**src/sv/fchc_pkg.sv**
```systemverilog
// Package for the fan curve hysteresis controller.
// Holds widths, reset values, register indexes, sequencer states and shared types.
// Used by every module of the block; depends on nothing.
`default_nettype none
package fchc_pkg;

  localparam int TempW      = 17;
  localparam int DutyW      = 8;
  localparam int ModeW      = 2;
  localparam int MaxPoints  = 5;
  localparam int DefPoints  = 5;
  localparam int IdxW       = $clog2(MaxPoints);
  localparam int DutiesW    = MaxPoints * DutyW;
  localparam int NumW       = TempW + DutyW;
  localparam int QuotW      = DutyW;
  localparam int CfgAddrW   = 3;
  localparam int CfgDataW   = DutiesW;
  localparam int InDataW    = 40;
  localparam int OutDataW   = 16;

  localparam logic [TempW-1:0]   HystRst   = TempW'(6000);
  localparam logic [TempW-1:0]   Temp0Rst  = TempW'(30000);
  localparam logic [TempW-1:0]   Temp1Rst  = TempW'(45000);
  localparam logic [TempW-1:0]   Temp2Rst  = TempW'(55000);
  localparam logic [TempW-1:0]   Temp3Rst  = TempW'(67000);
  localparam logic [TempW-1:0]   Temp4Rst  = TempW'(75000);
  localparam logic [DutiesW-1:0] DutiesRst = {8'd255, 8'd169, 8'd125, 8'd100, 8'd56};

  localparam logic [ModeW-1:0] ModeFull   = 2'd0;
  localparam logic [ModeW-1:0] ModeManual = 2'd1;

  typedef enum logic [CfgAddrW-1:0] {
    REG_HYST   = 3'd0,
    REG_TEMP0  = 3'd1,
    REG_TEMP1  = 3'd2,
    REG_TEMP2  = 3'd3,
    REG_TEMP3  = 3'd4,
    REG_TEMP4  = 3'd5,
    REG_DUTIES = 3'd6
  } cfg_reg_t;

  typedef enum logic [2:0] {
    ST_IDLE,
    ST_CLAMP,
    ST_SEARCH,
    ST_MUL,
    ST_DIV,
    ST_FINISH
  } st_t;

  typedef logic [MaxPoints-1:0][TempW-1:0] temp_arr_t;
  typedef logic [MaxPoints-1:0][DutyW-1:0] duty_arr_t;

  typedef struct packed {
    logic [TempW-1:0] hyst;
    temp_arr_t        temps;
    duty_arr_t        duties;
  } cfg_t;

  typedef struct packed {
    logic busy;
    logic done;
  } div_stat_t;

endpackage
`default_nettype wire

```
**src/sv/fan_curve_hysteresis_controller_top.sv**
```systemverilog
// Fan curve controller with hysteresis: sequencer, curve search and output register.
// The serial segment search and the restoring divider set the time from request to result
// when interpolating; a request on the clamped ends skips both.
// One request is in work at a time; in_tready returns the cycle after the result loads.
// Synchronous active-low reset restores the register defaults and clears the
// last-change temperature. Depends on fchc_pkg, fchc_cfg and fchc_div.
`default_nettype none
module fan_curve_hysteresis_controller_top
  import fchc_pkg::*;
#(
  parameter int CURVE_POINTS = DefPoints
) (
  input  wire logic                clk,
  input  wire logic                rst_n,
  input  wire logic                in_tvalid,
  output logic                     in_tready,
  // gpu_temp [16:0], junction_temp [33:17], fan_mode_now [35:34]
  input  wire logic [InDataW-1:0]  in_tdata,
  output logic                     out_tvalid,
  input  wire logic                out_tready,
  // duty_write [0], duty_value [8:1], go_manual [9]
  output logic [OutDataW-1:0]      out_tdata,
  input  wire logic                cfg_we,
  input  wire logic [CfgAddrW-1:0] cfg_addr,
  input  wire logic [CfgDataW-1:0] cfg_wdata
);

  localparam logic [IdxW-1:0] LastIdx = IdxW'(CURVE_POINTS - 1);

  cfg_t             cfg;
  div_stat_t        div_stat;
  logic [QuotW-1:0] quot;
  logic             div_start;
  logic [NumW-1:0]  div_num;
  logic [TempW-1:0] div_den;

  st_t              state_r, state_nxt;
  logic [TempW-1:0] avg_r, avg_nxt;
  logic [TempW-1:0] lct_r, lct_nxt;
  logic             write_r, write_nxt;
  logic             gman_r, gman_nxt;
  logic [IdxW-1:0]  idx_r, idx_nxt;
  logic [TempW-1:0] lt_r, lt_nxt;
  logic [TempW-1:0] ht_r, ht_nxt;
  logic [DutyW-1:0] ld_r, ld_nxt;
  logic [DutyW-1:0] hd_r, hd_nxt;
  logic             neg_r, neg_nxt;
  logic [DutyW-1:0] duty_r, duty_nxt;
  logic             out_valid_r, out_valid_nxt;
  logic [OutDataW-1:0] out_data_r, out_data_nxt;

  logic [TempW-1:0] in_gpu;
  logic [TempW-1:0] in_junc;
  logic [ModeW-1:0] in_mode;
  logic [TempW-1:0] in_avg;
  logic [TempW:0]   avg_hyst;
  logic             in_write;
  logic [TempW-1:0] seg_diff;
  logic [DutyW:0]   duty_delta;
  logic [DutyW-1:0] delta_mag;
  logic [DutyW+1:0] interp;
  logic [DutyW+1:0] quot_signed;

  fchc_cfg u_cfg (
    .clk       (clk),
    .rst_n     (rst_n),
    .cfg_we    (cfg_we),
    .cfg_addr  (cfg_addr),
    .cfg_wdata (cfg_wdata),
    .cfg       (cfg)
  );

  fchc_div u_div (
    .clk   (clk),
    .rst_n (rst_n),
    .start (div_start),
    .num   (div_num),
    .den   (div_den),
    .stat  (div_stat),
    .quot  (quot)
  );

  assign in_gpu   = in_tdata[TempW-1:0];
  assign in_junc  = in_tdata[2*TempW-1:TempW];
  assign in_mode  = in_tdata[2*TempW+ModeW-1:2*TempW];
  assign in_avg   = {1'b0, in_gpu[TempW-1:1]} + {1'b0, in_junc[TempW-1:1]};
  assign avg_hyst = {1'b0, in_avg} + {1'b0, cfg.hyst};
  assign in_write = (in_gpu >= lct_r) || (avg_hyst <= {1'b0, lct_r}) ||
                    (in_mode == ModeFull);

  assign seg_diff    = avg_r - lt_r;
  assign duty_delta  = {1'b0, hd_r} - {1'b0, ld_r};
  assign delta_mag   = duty_delta[DutyW] ? DutyW'(-duty_delta) : duty_delta[DutyW-1:0];
  assign div_num     = {{DutyW{1'b0}}, seg_diff} * {{TempW{1'b0}}, delta_mag};
  assign div_den     = ht_r - lt_r;
  assign quot_signed = neg_r ? -{2'b00, quot} : {2'b00, quot};
  assign interp      = {2'b00, ld_r} + quot_signed;

  always_comb begin
    state_nxt     = state_r;
    avg_nxt       = avg_r;
    lct_nxt       = lct_r;
    write_nxt     = write_r;
    gman_nxt      = gman_r;
    idx_nxt       = idx_r;
    lt_nxt        = lt_r;
    ht_nxt        = ht_r;
    ld_nxt        = ld_r;
    hd_nxt        = hd_r;
    neg_nxt       = neg_r;
    duty_nxt      = duty_r;
    out_valid_nxt = out_valid_r;
    out_data_nxt  = out_data_r;
    div_start     = 1'b0;
    in_tready     = 1'b0;

    if (out_valid_r && out_tready) begin
      out_valid_nxt = 1'b0;
    end

    case (state_r)
      ST_IDLE: begin
        in_tready = 1'b1;
        if (in_tvalid) begin
          avg_nxt   = in_avg;
          write_nxt = in_write;
          gman_nxt  = (in_mode != ModeManual);
          if (in_write) begin
            lct_nxt = in_avg;
          end
          state_nxt = ST_CLAMP;
        end
      end
      ST_CLAMP: begin
        if (avg_r <= cfg.temps[0]) begin
          duty_nxt  = cfg.duties[0];
          state_nxt = ST_FINISH;
        end else if (avg_r >= cfg.temps[LastIdx]) begin
          duty_nxt  = cfg.duties[LastIdx];
          state_nxt = ST_FINISH;
        end else begin
          idx_nxt   = IdxW'(1);
          lt_nxt    = cfg.temps[0];
          ld_nxt    = cfg.duties[0];
          state_nxt = ST_SEARCH;
        end
      end
      ST_SEARCH: begin
        if ((avg_r < cfg.temps[idx_r]) || (idx_r >= LastIdx)) begin
          ht_nxt    = cfg.temps[idx_r];
          hd_nxt    = cfg.duties[idx_r];
          state_nxt = ST_MUL;
        end else begin
          lt_nxt  = cfg.temps[idx_r];
          ld_nxt  = cfg.duties[idx_r];
          idx_nxt = idx_r + IdxW'(1);
        end
      end
      ST_MUL: begin
        neg_nxt   = duty_delta[DutyW];
        div_start = 1'b1;
        state_nxt = ST_DIV;
      end
      ST_DIV: begin
        if (div_stat.done) begin
          if (interp[DutyW+1]) begin
            duty_nxt = '0;
          end else if (interp[DutyW]) begin
            duty_nxt = '1;
          end else begin
            duty_nxt = interp[DutyW-1:0];
          end
          state_nxt = ST_FINISH;
        end
      end
      ST_FINISH: begin
        if (!out_valid_r || out_tready) begin
          out_valid_nxt = 1'b1;
          out_data_nxt  = {{(OutDataW-DutyW-2){1'b0}}, gman_r, duty_r, write_r};
          state_nxt     = ST_IDLE;
        end
      end
      default: begin
        state_nxt = ST_IDLE;
      end
    endcase
  end

  always_ff @(posedge clk) begin
    if (!rst_n) begin
      state_r     <= ST_IDLE;
      lct_r       <= '0;
      out_valid_r <= 1'b0;
    end else begin
      state_r     <= state_nxt;
      lct_r       <= lct_nxt;
      out_valid_r <= out_valid_nxt;
    end
  end

  always_ff @(posedge clk) begin
    avg_r      <= avg_nxt;
    write_r    <= write_nxt;
    gman_r     <= gman_nxt;
    idx_r      <= idx_nxt;
    lt_r       <= lt_nxt;
    ht_r       <= ht_nxt;
    ld_r       <= ld_nxt;
    hd_r       <= hd_nxt;
    neg_r      <= neg_nxt;
    duty_r     <= duty_nxt;
    out_data_r <= out_data_nxt;
  end

  assign out_tvalid = out_valid_r;
  assign out_tdata  = out_data_r;

endmodule
`default_nettype wire

```
**src/sv/fchc_cfg.sv**
```systemverilog
// Configuration register file of the fan curve controller.
// Holds the hysteresis, the curve temperatures and the packed curve duties.
// Depends on fchc_pkg.
`default_nettype none
module fchc_cfg
  import fchc_pkg::*;
(
  input  wire logic                clk,
  input  wire logic                rst_n,
  input  wire logic                cfg_we,
  input  wire logic [CfgAddrW-1:0] cfg_addr,
  input  wire logic [CfgDataW-1:0] cfg_wdata,
  output cfg_t                     cfg
);

  cfg_t cfg_r, cfg_nxt;

  always_comb begin
    cfg_nxt = cfg_r;
    if (cfg_we) begin
      case (cfg_reg_t'(cfg_addr))
        REG_HYST:   cfg_nxt.hyst     = cfg_wdata[TempW-1:0];
        REG_TEMP0:  cfg_nxt.temps[0] = cfg_wdata[TempW-1:0];
        REG_TEMP1:  cfg_nxt.temps[1] = cfg_wdata[TempW-1:0];
        REG_TEMP2:  cfg_nxt.temps[2] = cfg_wdata[TempW-1:0];
        REG_TEMP3:  cfg_nxt.temps[3] = cfg_wdata[TempW-1:0];
        REG_TEMP4:  cfg_nxt.temps[4] = cfg_wdata[TempW-1:0];
        REG_DUTIES: cfg_nxt.duties   = cfg_wdata[DutiesW-1:0];
        default:    cfg_nxt = cfg_r;
      endcase
    end
  end

  always_ff @(posedge clk) begin
    if (!rst_n) begin
      cfg_r.hyst     <= HystRst;
      cfg_r.temps[0] <= Temp0Rst;
      cfg_r.temps[1] <= Temp1Rst;
      cfg_r.temps[2] <= Temp2Rst;
      cfg_r.temps[3] <= Temp3Rst;
      cfg_r.temps[4] <= Temp4Rst;
      cfg_r.duties   <= DutiesRst;
    end else begin
      cfg_r <= cfg_nxt;
    end
  end

  assign cfg = cfg_r;

endmodule
`default_nettype wire

```
**src/sv/fchc_div.sv**
```systemverilog
// Shared restoring divider of the fan curve controller, one quotient bit a cycle.
// The quotient is known to stay below 2**QuotW, so the top bits start as remainder.
// Depends on fchc_pkg.
`default_nettype none
module fchc_div
  import fchc_pkg::*;
(
  input  wire logic             clk,
  input  wire logic             rst_n,
  input  wire logic             start,
  input  wire logic [NumW-1:0]  num,
  input  wire logic [TempW-1:0] den,
  output div_stat_t             stat,
  output logic      [QuotW-1:0] quot
);

  localparam int CntW = $clog2(QuotW + 1);

  logic [TempW-1:0] rem_r, rem_nxt;
  logic [QuotW-1:0] lo_r, lo_nxt;
  logic [QuotW-1:0] q_r, q_nxt;
  logic [TempW-1:0] den_r, den_nxt;
  logic [CntW-1:0]  cnt_r, cnt_nxt;
  logic             busy_r, busy_nxt;
  logic             done_r, done_nxt;
  logic [TempW:0]   trial;
  logic [TempW:0]   diff;

  assign trial = {rem_r, lo_r[QuotW-1]};
  assign diff  = trial - {1'b0, den_r};

  always_comb begin
    rem_nxt  = rem_r;
    lo_nxt   = lo_r;
    q_nxt    = q_r;
    den_nxt  = den_r;
    cnt_nxt  = cnt_r;
    busy_nxt = busy_r;
    done_nxt = 1'b0;
    if (start) begin
      rem_nxt  = num[NumW-1:QuotW];
      lo_nxt   = num[QuotW-1:0];
      den_nxt  = den;
      q_nxt    = '0;
      cnt_nxt  = CntW'(QuotW);
      busy_nxt = 1'b1;
    end else if (busy_r) begin
      lo_nxt = {lo_r[QuotW-2:0], 1'b0};
      if (trial >= {1'b0, den_r}) begin
        rem_nxt = diff[TempW-1:0];
        q_nxt   = {q_r[QuotW-2:0], 1'b1};
      end else begin
        rem_nxt = trial[TempW-1:0];
        q_nxt   = {q_r[QuotW-2:0], 1'b0};
      end
      cnt_nxt = cnt_r - CntW'(1);
      if (cnt_r == CntW'(1)) begin
        busy_nxt = 1'b0;
        done_nxt = 1'b1;
      end
    end
  end

  always_ff @(posedge clk) begin
    if (!rst_n) begin
      busy_r <= 1'b0;
      done_r <= 1'b0;
      cnt_r  <= '0;
    end else begin
      busy_r <= busy_nxt;
      done_r <= done_nxt;
      cnt_r  <= cnt_nxt;
    end
  end

  always_ff @(posedge clk) begin
    rem_r <= rem_nxt;
    lo_r  <= lo_nxt;
    q_r   <= q_nxt;
    den_r <= den_nxt;
  end

  assign stat.busy = busy_r;
  assign stat.done = done_r;
  assign quot      = q_r;

endmodule
`default_nettype wire
```
**config.mk**
```make
export PLATFORM = sky130hd
export DESIGN_NAME = fan_curve_hysteresis_controller_top
export DESIGN_NICKNAME = d
export VERILOG_FILES = /design/src/sv/fchc_pkg.sv /design/src/sv/fan_curve_hysteresis_controller_top.sv /design/src/sv/fchc_cfg.sv /design/src/sv/fchc_div.sv
export SDC_FILE = /design/constraint.sdc
export NUM_CORES = 1
export LEC_CHECK = 0
export ABC_CLOCK_PERIOD_IN_PS = 10100
export BUFFER_PORTS_ARGS = -buffer_cell sky130_fd_sc_hd__buf_2
export CORE_AREA = 2 2 230 232
export CTS_BUF_LIST = sky130_fd_sc_hd__clkbuf_2
export DETAILED_ROUTE_END_ITERATION = 16
export DIE_AREA = 0 0 232 234
export GPL_TIMING_DRIVEN = 0
export PLACE_DENSITY = 0.63
export SKIP_CTS_REPAIR_TIMING = 1
export SLEW_MARGIN = 40
export SYNTH_ARGS = -nofsm -noshare
export SYNTH_HDL_FRONTEND = slang
export SYNTH_SLANG_ARGS = --single-unit
```
**constraint.sdc**
```tcl
create_clock -name clk -period 10.1 [get_ports clk]
set_input_delay 1.515 -clock clk [delete_from_list [all_inputs] [get_ports clk]]
set_output_delay 1.515 -clock clk [all_outputs]
set_load 0.05 [all_outputs]
```
After elaboration in Yosys (flattened, before gate mapping)
Cells that the tools add are included.
W data, S select, Z words.
{"block": "totals", "inputBits": 88, "regBits": 310, "word_cells": 152}
{"block": "op_classes", "n_mul": 1, "n_lt_le_gt_ge": 8, "n_bitwise": 2, "add_sub_neg": 11, "n_eq_ne": 21, "n_mux": 48, "n_reduce_logical": 28}
{"cell": "$mux W17", "n": 7}
{"cell": "$mux W8", "n": 12}
{"cell": "$bmux W17 S3", "n": 1}
{"cell": "$sub A17 B17 Y17", "n": 3}
{"cell": "$ge A17 B17 Y1", "n": 2}
{"cell": "$pmux W17 S2", "n": 1}
{"cell": "$pmux W8 S2", "n": 2}
{"cell": "$mux W3", "n": 9}
{"cell": "$mul A17 B8 Y25", "n": 1}
{"cell": "$bmux W8 S3", "n": 1}
{"cell": "$reduce_and A2 Y1", "n": 10}
{"cell": "$add A17 B17 Y18", "n": 1}
{"cell": "$ge A18 B17 Y1", "n": 1}
{"cell": "$le A18 B17 Y1", "n": 1}
{"cell": "$pmux W3 S6", "n": 1}
{"cell": "$add A16 B16 Y17", "n": 1}
{"cell": "$le A17 B17 Y1", "n": 1}
{"cell": "$lt A17 B17 Y1", "n": 1}
{"cell": "$eq A3 B3 Y1 const B", "n": 5}
{"cell": "$eq A3 B2 Y1 const B", "n": 4}
{"cell": "$ne A2 B2 Y1 const B", "n": 6}
{"cell": "$add A8 B10 Y10", "n": 1}
{"cell": "$mux W1", "n": 10}
{"cell": "$mux W10", "n": 1}
{"cell": "other kinds (24)", "n": 36}

Longest topological paths before layout
{"block": "logic_depth", "word_depth": 7, "mapped_depth": 32}

Cells and area by module
A second synthesis with hierarchy kept.
{"block": "hier_totals", "hier_cells": 2654, "hier_area_um2": 24526.0}
{"module": "fan_curve_hysteresis_controller_top", "area_per_inst_um2": 15720.1, "instances": 1, "cells_per_inst": 1826}
{"module": "fchc_cfg", "area_per_inst_um2": 5534.1, "instances": 1, "cells_per_inst": 526}
{"module": "fchc_div", "area_per_inst_um2": 3271.9, "instances": 1, "cells_per_inst": 302}

Least setup slack after synthesis
No wires, ideal clock.
{"block": "synth_timing", "path_type": "reg2reg", "startpoint": "register hd_r[0]", "endpoint": "register u_div.rem_r[16] (data pin)", "n_path_buf": 1, "arrival_ns": 6.903, "stages_incl_launch_ff": 29, "setup_ns": 0.266, "slack_ns": 2.932, "path_cell_list": "edfxtp_1 -> inv_1 -> ha_1 -> inv_2 -> fa_1 -> a21o_1 -> a21oi_1 -> xnor2_1 -> or3_1 -> o31a_1 -> xnor2_2 -> buf_2 -> nor2_1 -> fa_1 -> inv_1 -> fa_1 -> fa_1 -> fa_1 -> inv_1 -> ha_1 -> a21o_1 -> a21o_1 -> a2111o_1 -> o22a_1 -> a211oi_1 -> o21ai_1 -> a21oi_1 -> xnor2_1 -> o21ai_1"}
{"block": "synth_via", "elab_chain_len": 5}
{"item": "start: declaration", "line": "fan_curve_hysteresis_controller_top.sv:46", "text": "logic [DutyW-1:0] hd_r, hd_nxt;"}
{"item": "start signal: assignment", "line": "fan_curve_hysteresis_controller_top.sv:209", "text": "hd_r <= hd_nxt;"}
{"item": "$sub A8 B8 Y9 (*)", "line": "fan_curve_hysteresis_controller_top.sv:92", "text": "assign duty_delta = {1'b0, hd_r} - {1'b0, ld_r};"}
{"item": "$neg A8 Y8", "line": "fan_curve_hysteresis_controller_top.sv:93", "text": "assign delta_mag = duty_delta[DutyW] ? DutyW'(-duty_delta) : duty_delta[DutyW-1:0];"}
{"item": "$mux W8 (*)", "line": "fan_curve_hysteresis_controller_top.sv:93"}
{"item": "$mul A17 B8 Y25 (*)", "line": "fan_curve_hysteresis_controller_top.sv:94", "text": "assign div_num = {{DutyW{1'b0}}, seg_diff} * {{TempW{1'b0}}, delta_mag};"}
{"item": "$mux W17 (*)", "line": "fchc_div.sv:40", "text": "if (start) begin"}
{"item": "via u_div.rem_nxt[16]", "line": "fchc_div.sv:19", "text": "logic [TempW-1:0] rem_r, rem_nxt;"}
{"item": "end signal: assignment", "line": "fchc_div.sv:77", "text": "rem_r <= rem_nxt;"}
{"item": "end: declaration", "line": "fchc_div.sv:19"}
The timed path passes the listed nets; every way through them passes the cells marked *.
A chain may end at the register's enable or synchronous reset.

Worst setup path in the final report
{"block": "layout_timing", "startpoint": "register hd_r[0]", "endpoint": "register u_div.rem_r[16] (data pin)"}
{"item": "$sub A8 B8 Y9", "line": "fan_curve_hysteresis_controller_top.sv:92"}
{"item": "via duty_delta[8]", "line": "fan_curve_hysteresis_controller_top.sv:59", "text": "logic [DutyW:0] duty_delta;"}
{"item": "$mux W8", "line": "fan_curve_hysteresis_controller_top.sv:93"}
{"item": "$mul A17 B8 Y25", "line": "fan_curve_hysteresis_controller_top.sv:94"}
{"item": "$mux W17", "line": "fchc_div.sv:40"}
{"item": "via u_div.rem_nxt[16]", "line": "fchc_div.sv:19"}
The timed path passes the listed nets, and every way through them passes these cells.

==> metrics.cfg <==
[run_status]
outcome=finished clean

[global_route]
grt_max_degree=26
antenna_found_initial=3
grt_pass1_vias=18632
grt_util_all_layers=0.2359
gr-total-overflow=0
grt_pass1_wl_um=99390

[sta]
maxSlewHeadroom=0.3919
period_share=0.8213
skew_ns=0.07857
max_freq_ghz=0.1205
setup_viol=0
tightest_slew_ns=0.9061
period_minus_slack_ns=8.295
fin_tns_setup_ns=0
grt_setup_unrepaired=false
hold_viol=0
finalMaxSlewViolations=0

[logic_synthesis]
synth-seq-cells=310
async_reset_ff_frac=0
syn-cell-area_mm2=0.02304
synth.area.top_cells=edfxtp_1 17%, dfxtp_1 15%, ha_1 13%
yosysWarningCount=0
yosys.area.top_type=edfxtp_1
synth.most_common_cell=nand2_1
ys.flop_type=dfxtp_1
ys_types=81
seq_area_frac_synth=0.3271
avgSynthCellArea_um2=8.991
synth_top_area_share=0.1733
ys_top_cells_by_count=410 x nand2_1, 265 x inv_1, 232 x ha_1
synth-edff-count=133
synth_cells=2563

[die]
start_util=0.4429
top_level_ports=106
rows=84
die_h_um=234
coreArea_mm2=0.05202
die_w_um=232
dieArea_mm2=0.05429

[final_layout]
area_growth_pct=9.714
drive_gt1_frac=0.1132
final_nets=3167

[worst_setup_path]
critPathMaxStageDelay_ns=0.61
worstPathRequired_ns=10.87
slowest_stage=xor2_1
crit_type=register to register
cp_common_cell=fa_1
cp.arrival_ns=9.07
path_max_fanout=10
worst-r2r-setup-slack_ns=1.80
rr_worst_depth=30
end_kind=register
start_kind=register

[min_path]
whs_path_depth=0
hold_class=register to register

[routing]
drc=0
post_drt_wl_per_cell_um=18.08
dr.first_iter.drc_count=1257
viasPerCell=5.379
drt-total-wl_um=63300
first_pass_iters=6
vias=18832
ant_nets=0

[clock_network]
cts.sinks=310
htree_levels=3
cts.clk_slew.worst_paths_ns=0.12
cts-buffers-inserted=85
insertion_delay_ns=1.08
tritoncts=built
cts_root_buffer=clkbuf_2
clk_path_buf_depth=3

[run]
cap_viol_max_count=0

[placed_design]
io_buffers=92
gp_congestion=0.9109
hpwl_um=50130

[final cells by class]
cell class                 count  area (um2)
antenna                        3       7.507
buffer                        92       405.4
clock buffer                 125       625.6
clock inverter                22       137.6
fill                        5003       26740
inverter                     267        1002
multi-input combinational   1899       14170
sequential                   310        7537
tap                          688       860.8
timing repair buffer          95       530.5
[per-stage QoR]
| stage | instances | hold WS [ns] | worst slack [ns] | util | area (um2) |
|---|---|---|---|---|---|
| floorplan | 2568 | 0.4003 | 2.932 | - | 23060 |
| global placement | 3348 | 0.4026 | 1.990 | 0.4687 | 24380 |
| detailed placement | 3351 | 0.4066 | 1.862 | 0.4710 | 24500 |
| CTS | 3498 | 0.4060 | 1.801 | 0.4856 | 25270 |
| global route | 3501 | 0.4327 | 1.315 | 0.4860 | 25280 |
| finish | 3501 | 0.4131 | 1.805 | 0.4860 | 25280 |
[final timing paths]
path,startpoint,end
setup / recovery,hd_r[0]$_DFFE_PP_,u_div.rem_r[16]$_DFFE_PP_
hold / removal,gman_r$_DFFE_PP_,out_tdata[9]$_DFFE_PP_
setup reg to reg,hd_r[0]$_DFFE_PP_,u_div.rem_r[16]$_DFFE_PP_
hold reg to reg,gman_r$_DFFE_PP_,out_tdata[9]$_DFFE_PP_
[flip-flops by register name, indices dropped and copies added, names as in the netlist]
signal / cells
u_div.done_r: 1
state_r: 3
ld_r: 8
u_div.busy_r: 1
u_div.rem_r: 17
idx_r: 3
u_cfg.cfg: 142
hd_r: 8
u_div.lo_r: 8
lct_r: 17
lt_r: 17
u_div.cnt_r: 4
write_r: 1
gman_r: 1
neg_r: 1
duty_r: 8
out_tvalid: 1
out_tdata: 10
u_div.quot: 8
u_div.den_r: 17
avg_r: 17
ht_r: 17
[layer usage]
layer / global-route usage / up-vias / part of all wire
met5: 0 / - / 0
met4: 0.1040 / 0 / 0.039
met3: 0.04134 / 143 / 0.059
met2: 0.3971 / 573 / 0.47
met1: 0.2975 / 8905 / 0.43
li1: - / 9211 / -
[layout by cell type (no fill, tap or decap), types with 19 or more instances in the layout]
cell / n
xor2_1: 33
a21oi_1: 101
a21o_1: 43
nand2b_1: 48
ha_1: 232
o21ai_0: 59
mux2i_1: 32
o21a_1: 34
edfxtp_1: 133
fa_1: 97
dfxtp_1: 177
o21ai_1: 28
nor2b_1: 38
clkbuf_2: 127
o211ai_1: 23
inv_1: 265
o31ai_1: 19
nor2_1: 189
nor3_1: 23
a21boi_0: 76
clkbuf_1: 68
buf_2: 101
nand3_1: 89
xnor2_1: 69
mux4_2: 25
nand2_1: 410
[cells by family (layout without fill, tap and decap cells)]
group                    count (synthesis)  after routing  share of synthesized area
AO/OA/AOI/OAI                          501            501                     0.1462
flip-flops                             310            310                     0.3271
other                                    1              9                  0.0001627
buffers and inverters                  359            601                    0.06087
multiplexers                            68             68                    0.04371
XOR/XNOR                               103            103                    0.03947
AND/OR/NAND/NOR                        892            892                     0.1722
adder cells (fa/ha/maj)                329            329                     0.2102
[critical path, delay by kind of cell (launching register included)]
kind / cells / cell delay (ns)
AO/OA/AOI/OAI: 14 / 2.93
flip-flops: 1 / 0.38
adder cells (fa/ha/maj): 7 / 2.95
XOR/XNOR: 2 / 0.76
buffers and inverters: 5 / 0.74
AND/OR/NAND/NOR: 2 / 0.25
Power is not shown: default switching activity piles up to over one toggle a cycle in this logic, so the estimate is an artifact.
